<file path="config.mk">
export PLATFORM = sky130hd
export DESIGN_NAME = lgge_ctrl
export DESIGN_NICKNAME = d
export VERILOG_FILES = /design/src/hdl/lgge_pkg.sv /design/src/hdl/lgge_ctrl.sv
export SDC_FILE = /design/constraint.sdc
export NUM_CORES = 1
export LEC_CHECK = 0
export BUFFER_PORTS_ARGS = -buffer_cell sky130_fd_sc_hd__buf_4
export CAP_MARGIN = 20
export CORE_AREA = 5 5 42 44
export CTS_BUF_LIST = sky130_fd_sc_hd__clkbuf_2 sky130_fd_sc_hd__clkbuf_4 sky130_fd_sc_hd__clkbuf_8
export DETAILED_ROUTE_END_ITERATION = 10
export DIE_AREA = 0 0 47 49
export MAX_ROUTING_LAYER = met4
export SETUP_SLACK_MARGIN = 0.3
export SYNTH_ARGS = -nofsm -noshare
export SYNTH_HDL_FRONTEND = slang
export SYNTH_SLANG_ARGS = --single-unit
</file>
<file path="constraint.sdc">
create_clock -name clk -period 1.1 [get_ports clk]
set_input_delay 0.165 -clock clk [delete_from_list [all_inputs] [get_ports clk]]
set_output_delay 0.165 -clock clk [all_outputs]
set_load 0.1 [all_outputs]
</file>
<file path="src/hdl/lgge_pkg.sv">
package lgge_pkg;

    localparam int CFG_DATA_W = 7;
    localparam int CFG_INDEX_W = 2;
    localparam int GEN_COUNT_W = 16;

    localparam logic [CFG_INDEX_W-1:0] CFG_GRID_WIDTH = 2'd0;
    localparam logic [CFG_INDEX_W-1:0] CFG_GRID_HEIGHT = 2'd1;

    localparam logic [CFG_DATA_W-1:0] DIM_MIN = 7'd2;
    localparam logic [CFG_DATA_W-1:0] DIM_RESET = 7'd64;

    localparam logic [1:0] FUNC_WRITE = 2'd0;
    localparam logic [1:0] FUNC_READ = 2'd1;
    localparam logic [1:0] FUNC_RUN = 2'd2;

    localparam logic [3:0] SURVIVE_LOW = 4'd2;
    localparam logic [3:0] SURVIVE_HIGH = 4'd3;
    localparam logic [3:0] BIRTH_COUNT = 4'd3;

    typedef enum logic [2:0] {
        ST_IDLE,
        ST_CELL_RD,
        ST_CELL_WR,
        ST_GEN_START,
        ST_GEN_PRIME,
        ST_GEN_ROW,
        ST_FINISH
    } state_t;

    typedef struct packed {
        logic latch_in;
        logic cell_capture;
        logic cell_write;
        logic gen_start;
        logic gen_prime;
        logic gen_row;
        logic out_load;
    } cmd_t;

    typedef struct packed {
        logic count_zero;
        logic last_row;
        logic gens_one;
        logic changed;
        logic out_free;
    } sts_t;

endpackage

</file>
<file path="src/hdl/lgge_ctrl.sv">
module lgge_ctrl (
    input  logic           clk,
    input  logic           rst_n,
    input  logic           in_valid,
    output logic           in_stall,
    input  logic [1:0]     func,
    input  lgge_pkg::sts_t sts,
    output lgge_pkg::cmd_t cmd
);
    import lgge_pkg::*;

    state_t state_reg, state_next;

    always_ff @(posedge clk or negedge rst_n)
    begin
        if (!rst_n)
        begin
            state_reg <= ST_IDLE;
        end
        else
        begin
            state_reg <= state_next;
        end
    end

    assign in_stall = (state_reg != ST_IDLE);

    always_comb
    begin
        cmd = '0;
        state_next = state_reg;
        case (state_reg)
            ST_IDLE:
            begin
                if (in_valid)
                begin
                    cmd.latch_in = 1'b1;
                    case (func)
                        FUNC_WRITE: state_next = ST_CELL_WR;
                        FUNC_READ:  state_next = ST_CELL_RD;
                        FUNC_RUN:   state_next = sts.count_zero ? ST_FINISH : ST_GEN_START;
                        default:    state_next = ST_FINISH;
                    endcase
                end
            end
            ST_CELL_RD:
            begin
                cmd.cell_capture = 1'b1;
                state_next = ST_FINISH;
            end
            ST_CELL_WR:
            begin
                cmd.cell_write = 1'b1;
                state_next = ST_FINISH;
            end
            ST_GEN_START:
            begin
                cmd.gen_start = 1'b1;
                state_next = ST_GEN_PRIME;
            end
            ST_GEN_PRIME:
            begin
                cmd.gen_prime = 1'b1;
                state_next = ST_GEN_ROW;
            end
            ST_GEN_ROW:
            begin
                cmd.gen_row = 1'b1;
                if (sts.last_row)
                begin
                    // a generation with no change is a still life: nothing more to do
                    if (sts.gens_one || !sts.changed)
                    begin
                        state_next = ST_FINISH;
                    end
                    else
                    begin
                        state_next = ST_GEN_START;
                    end
                end
            end
            ST_FINISH:
            begin
                if (sts.out_free)
                begin
                    cmd.out_load = 1'b1;
                    state_next = ST_IDLE;
                end
            end
            default:
            begin
                state_next = ST_IDLE;
            end
        endcase
    end

endmodule

</file>
==> results of run 1 <==
Yosys cell counts (all sizes together):
cell | n | share of area
a31oi | 1 | 0.022
a21oi | 2 | 0.036
o21ai | 3 | 0.067
nor2b | 2 | 0.045
and2 | 1 | 0.022
nor2 | 4 | 0.054
inv | 3 | 0.040
nand2 | 5 | 0.076
nand2b | 1 | 0.022
o211ai | 1 | 0.027
o221a | 1 | 0.040
a2bb2oi | 1 | 0.031
o22ai | 1 | 0.022
nor3b | 1 | 0.027
dfrtp | 3 | 0.27
nor3 | 3 | 0.094
buf | 3 | 0.11
cell families after synthesis:
| kind of cell | count (synthesis) |
|---|---|
| AND/OR/NAND/NOR | 17 |
| AO/OA/AOI/OAI | 10 |
| buffers and inverters | 6 |
| flip-flops | 3 |
placed cells by master (no fill, tap or decap):
cell	n
buf_12	7
o21ai_0	2
nor2_4	2
o22ai_1	1
clkbuf_4	4
o221a_1	1
buf_8	1
buf_6	8
nor3b_4	1
a31oi_4	1
inv_2	2
o211ai_1	1
and2_4	1
clkinvlp_4	1
nand2_2	2
nand2b_1	1
dlygate4sd3_1	1
a21oi_1	2
nand2_1	2
buf_4	20
a2bb2oi_1	1
o21ai_2	1
nor2b_1	2
nand2_4	1
nor2_1	2
nor3_4	3
dfrtp_2	3
worst max-delay path, stage by stage, from the launching register on:
cell	delay, ns
dfrtp_2	0.46
nor3_4	0.24
nand2_2	0.10
clkinvlp_4	0.09
buf_12	0.16
how the worst min path moves through the flow:
stage	slack, ns	endpoint	cells after the start	startpoint
2_1_floorplan	-0.13	state_reg[0]	0	rst_n
3_3_place_gp	-0.04	state_reg[0]	1	rst_n
3_5_place_dp	-0.04	state_reg[0]	1	rst_n
4_1_cts	0.24	state_reg[2]	3	func[1]
5_1_grt	0.25	state_reg[2]	3	func[1]
6_report	0.25	state_reg[2]	3	func[1]
layout make-up:
cell class / instances / area [um2]
inverter: 3 / 15.01
clock buffer: 4 / 30.03
timing repair buffer: 37 / 405.4
multi-input combinational: 27 / 240.2
tap: 16 / 20.02
sequential: 3 / 78.83
fill: 123 / 611.8
per-stage QoR:
step,TNS (ns),instances
after detailed placement,-1.469,77
final,-2.698,90
after CTS,-2.535,88
after floorplan,-2.133,36
after global routing,-3.200,90
after global placement,-1.460,77
metal layers:
| metal | track usage | vias to the layer above | part of all wire |
|---|---|---|---|
| li1 | - | 198 | - |
| met1 | 0.1156 | 181 | 0.39 |
| met2 | 0.1584 | 10 | 0.56 |
| met3 | 0 | 2 | 0.038 |
| met4 | 0.06912 | 0 | 0.012 |
| met5 | - | - | 0 |
power groups by stage:
stage | Combinational, mW | Clock, mW | Sequential [mW]
after floorplan | 1.30 | 0 | 0.198
after global placement | 1.61 | 0 | 0.296
after detailed placement | 1.61 | 0 | 0.300
after CTS | 2.06 | 0.224 | 0.299
after global routing | 2.35 | 0.229 | 0.325
final | 2.25 | 0.216 | 0.311
timing repair:
action	in CTS	in global routing
setup buffers	6	2
pin swaps	6	8
endpoints found under the setup margin	11	11
hold buffers	1	0
endpoints found under the hold margin	3	0
resized for setup	30	8
==> impl_results.md, run 1 <==
* Nets at 85
* LEAKAGE at 0.3418 nW
* P_int at 1.380 mW
* Post-Place Worst Slack at -0.2264 ns
* Largest net degree at the start of global routing at 8
* Initial DRC count at 3
* Synth warnings at 0
* Clk buf depth at 2
* Syn Inst Count at 36
* Layout cells sized above 1 at 0.7838
* Register-to-Register Path Depth at 5
* Worst setup path end: cmd[6]
* Site Rows at 14
* Max-slew headroom at 0.8394
* Kind of critical path: reg -> out
* WP data required at 0.94 ns
* Number of flip-flops in the largest register at 3
* Fin crit share at 1.315
* Syn Area/Cell at 7.785 um2
* Remaining antenna violation count after routing at 0
* Clock share of power at 0.078
* Max-cap violations at 0
* CTS tree: yes
* Worst-Skew Late Latency at 0.23 ns
* GRT Overall Usage at 0.09928
* Vias per inst at 4.344
* H-tree depth at 1
* Worst-Margin Slew at 0.2404 ns
* Placed cell area at 538.0 um2
* Failing checks: negative setup slack
* Switching Share at 0.5037
* Final core utilization at 0.5634
* Antenna diode count at 0
* Vias at 391
* Vias in the first global route at 397
* Internal reg-to-reg setup slack at -0.16 ns
* Worst-path clk slew at 0.04 ns
* Initial Utilization at 0.2000
* Initial antenna violation count at 0
* Post-Synth Adder-Cell Area at 0
* Synth unique cells at 21
* Part of the power in registers at 0.112
* Outcome: finished, violations left
* Chip Height at 49 um
* Switch Pwr at 1.401 mW
* Hold WC Path Type: in -> reg
* Layout Area Growth over Synthesis at 181.7%
* Number of detailed-route iterations in the first pass at 2
* Worst reg2reg path endpoint: state_reg[1]
* Power share of the combinational group at 0.811
* Buffers added on ports at 17
* Routed WL per cell at 11.80 um
* Design area at 789.5 um2
* First-pass GRT wire length at 1607 um
* IO Count at 18
* Post-synthesis sequential area ratio at 0.2679
* Die Area at 0.002303 mm2
* # setup viols final at 10
* Fin worst setup slack at -0.3465 ns
* Root buf cell: clkbuf_4
* Largest family of logic cells by synthesized area: simple AND/OR/NAND/NOR gates
* Synth Area in Compound Gates at 0.2455
* Max Clock Freq at 691.3 MHz
* Yosys reg bits at 3
* Hold Violations, Final at 0
* Post-synthesis instance area at 280.3 um2
* Routability congestion estimate at 0.7408
* Syn nets at 46
* Skew final at 0.002655 ns
* RSZ-0062 raised after global routing: yes
* Crit Path Max Fanout at 7
* Total gr overflow at 0
* Reg2reg start: state_reg[2]
* Xor/xnor share of the synthesized area at 0
* CP startpoint kind: flop
* Number of CTS-inserted buffers at 3
* Fin. max-slew vios at 0
* Clk sink count at 3
* Mux cell area share after synthesis at 0
* CP endpoint kind: output port
* Synth Area in Simple Gates at 0.3393
* DPL Wire Length at 684.5 um
* Die W at 47 um
* Peak VDD IR at 1359 uV
* Overall power at 2.782 mW
* Tmin final at 1.447 ns
* DRC at 0
* PD cells at 3523 mW/mm2
* Worst EP arrival at 1.28 ns
* CP Launch Point: state_reg[1]
* Core Area at 0.001401 mm2
* Hold WS at 0.2469 ns
* Total routed wirelength at 1062 um
(Power assumes the default switching activity.)
==> inputs of run 2 (changes only) <==
- CELL_PAD_IN_SITES_DETAIL_PLACEMENT: not set -> 1
- CELL_PAD_IN_SITES_GLOBAL_PLACEMENT: not set -> 1
- PLACE_DENSITY_LB_ADDON: not set -> 0.1
==> run 2 against run 1 <==
The run still ends with negative setup slack left. Setup slack got worse by 0.026 ns. Cell area is 4.4% lower. Count of clock-buffer cells in the layout did not move.
==> impl_results.md, run 2 (synthesis results as in run 1) <==
* Outcome: finished, violations left
* Failing checks: negative setup slack
* Fillers at 156
* Total gr overflow at 0
* IO Count at 18
* Layout Area Growth over Synthesis at 169.2%
* Initial Utilization at 0.2000
* Design area at 754.5 um2
* Remaining antenna violation count after routing at 0
* Initial DRC count at 7
* Switch Pwr at 1.390 mW
* Switching Share at 0.5190
* Worst-Margin Slew at 0.2365 ns
* PD cells at 3550 mW/mm2
* # setup viols final at 10
* Die Area at 0.002303 mm2
* Number of detailed-route iterations in the first pass at 2
* Commonest non-fill, non-tap cell in the layout: buf_4
* Max-slew headroom at 0.8423
* GRT Overall Usage at 0.1194
* Worst-path clk slew at 0.04 ns
* Core Area at 0.001401 mm2
* Crit Path Max Fanout at 7
* Max Clock Freq at 679.2 MHz
* Max-cap violations at 0
* P_int at 1.288 mW
* Vias at 393
* CTS tree: yes
* Routability congestion estimate at 0.8219
* LEAKAGE at 0.3254 nW
* CP startpoint kind: flop
* Number of flip-flops in the largest register at 3
* Hold Violations, Final at 0
* Number of CTS-inserted buffers at 3
* Critical-path top delay cell: dfrtp_2
* H-tree depth at 1
* Routed WL per cell at 12.89 um
* Antenna diode count at 0
* CP endpoint kind: output port
* Vias per inst at 4.517
* Skew final at 0.006960 ns
* Clk buf depth at 2
* Overall power at 2.679 mW
* Placed cell area at 538.0 um2
* Total routed wirelength at 1121 um
* Part of the power in registers at 0.123
* Fin crit share at 1.339
* Vias in the first global route at 427
* CP max stage delay at 0.49 ns
* Tmin final at 1.472 ns
* Site Rows at 14
* CP Cell Sequence: buf_6 -> nor3b_4 -> buf_12
* Clk sink count at 3
* Initial antenna violation count at 0
* First-pass GRT wire length at 1814 um
* Layout cells sized above 1 at 0.7887
* Sequential cell area at 78.83 um2
* Power share of the combinational group at 0.790
* Largest net degree at the start of global routing at 8
* Die W at 47 um
* Hold WC Path Type: in -> async
* DPL Wire Length at 809.6 um
* Nets at 82
* RSZ-0062 raised after global routing: yes
* Fin. max-slew vios at 0
* Chip Height at 49 um
* Most frequent cells in the layout: buf_4 (20), buf_12 (8), buf_6 (5), clkbuf_4 (4)
* Clock share of power at 0.087
* WP data required at 0.94 ns
* Root buf cell: clkbuf_4
* Buffers added on ports at 17
* Peak VDD IR at 1582 uV
* Kind of critical path: reg -> out
* Fin worst setup slack at -0.3724 ns
* DRC at 0
* Worst EP arrival at 1.31 ns
* Multi-input gate area at 234.0 um2
* Worst-Skew Late Latency at 0.25 ns
-- run 2: changes by cell type in the layout (fill, tap and decap cells not counted), sizes merged --
cell,previous run,this run
buf,36,33
-- run 2: power groups by stage --
stage	logic [mW]	registers [mW]	clock network [mW]
3_5_place_dp	1.64	0.307	0
4_1_cts	2.06	0.318	0.230
3_3_place_gp	1.63	0.292	0
2_1_floorplan	1.30	0.198	0
6_report	2.12	0.329	0.234
5_1_grt	2.22	0.345	0.248
-- run 2: cell type report --
type                            count  area share
Sequential cell                     3      0.1045
Timing Repair Buffer               34      0.4992
Tap cell                           16     0.02653
Multi-Input combinational cell     27      0.3101
Inverter                            3     0.01990
Clock buffer                        4     0.03980
-- run 2: timing repair --
| item | in CTS | in global routing |
|---|---|---|
| resized for setup | 36 | 3 |
| pin swaps | 5 | 3 |
| setup endpoints to repair | 11 | 11 |
| setup buffers | 3 | 2 |
| hold buffers | 1 | 0 |
| endpoints found under the hold margin | 3 | 0 |
-- run 2: through the flow --
stage / util / TNS (ns) / setup slack [ns] / hold slack, ns / std cells
after floorplan: - / -2.133 / -0.4617 / -0.1306 / 36
after global placement: 0.3839 / -1.348 / -0.1928 / -0.04628 / 77
after detailed placement: 0.3839 / -1.718 / -0.2226 / -0.04540 / 77
after CTS: 0.5196 / -2.553 / -0.3564 / 0.2368 / 85
after global routing: 0.5384 / -3.338 / -0.4301 / 0.2355 / 87
final: 0.5384 / -2.731 / -0.3724 / 0.2332 / 87
-- run 2: path summary, 6_finish.rpt --
check	to	from	cells past startpoint	slack, ns
max	cmd[5]	state_reg[1]	3	-0.37
min in group clk	state_reg[1]	sts[3]	2	0.23
min	state_reg[1]	rst_n	2	0.23
min reg2reg	state_reg[0]	state_reg[1]	2	0.80
max in group asynchronous	state_reg[0]	rst_n	2	0.75
max reg2reg	state_reg[0]	state_reg[2]	5	-0.14
-- run 2: worst max-delay path, delay by kind of cell (launching register included) --
kind                   cells  cell delay, ns
DFF                        1            0.49
buffers and inverters      2            0.35
and+or+nand+nor            1            0.21
-- run 2: per-layer routing --
metal / vias to the layer above / part of all wire / global-route usage
li1: 192 / - / -
met1: 183 / 0.35 / 0.1150
met2: 13 / 0.54 / 0.1878
met3: 5 / 0.053 / 0.02214
met4: 0 / 0.056 / 0.1106
met5: - / 0 / -
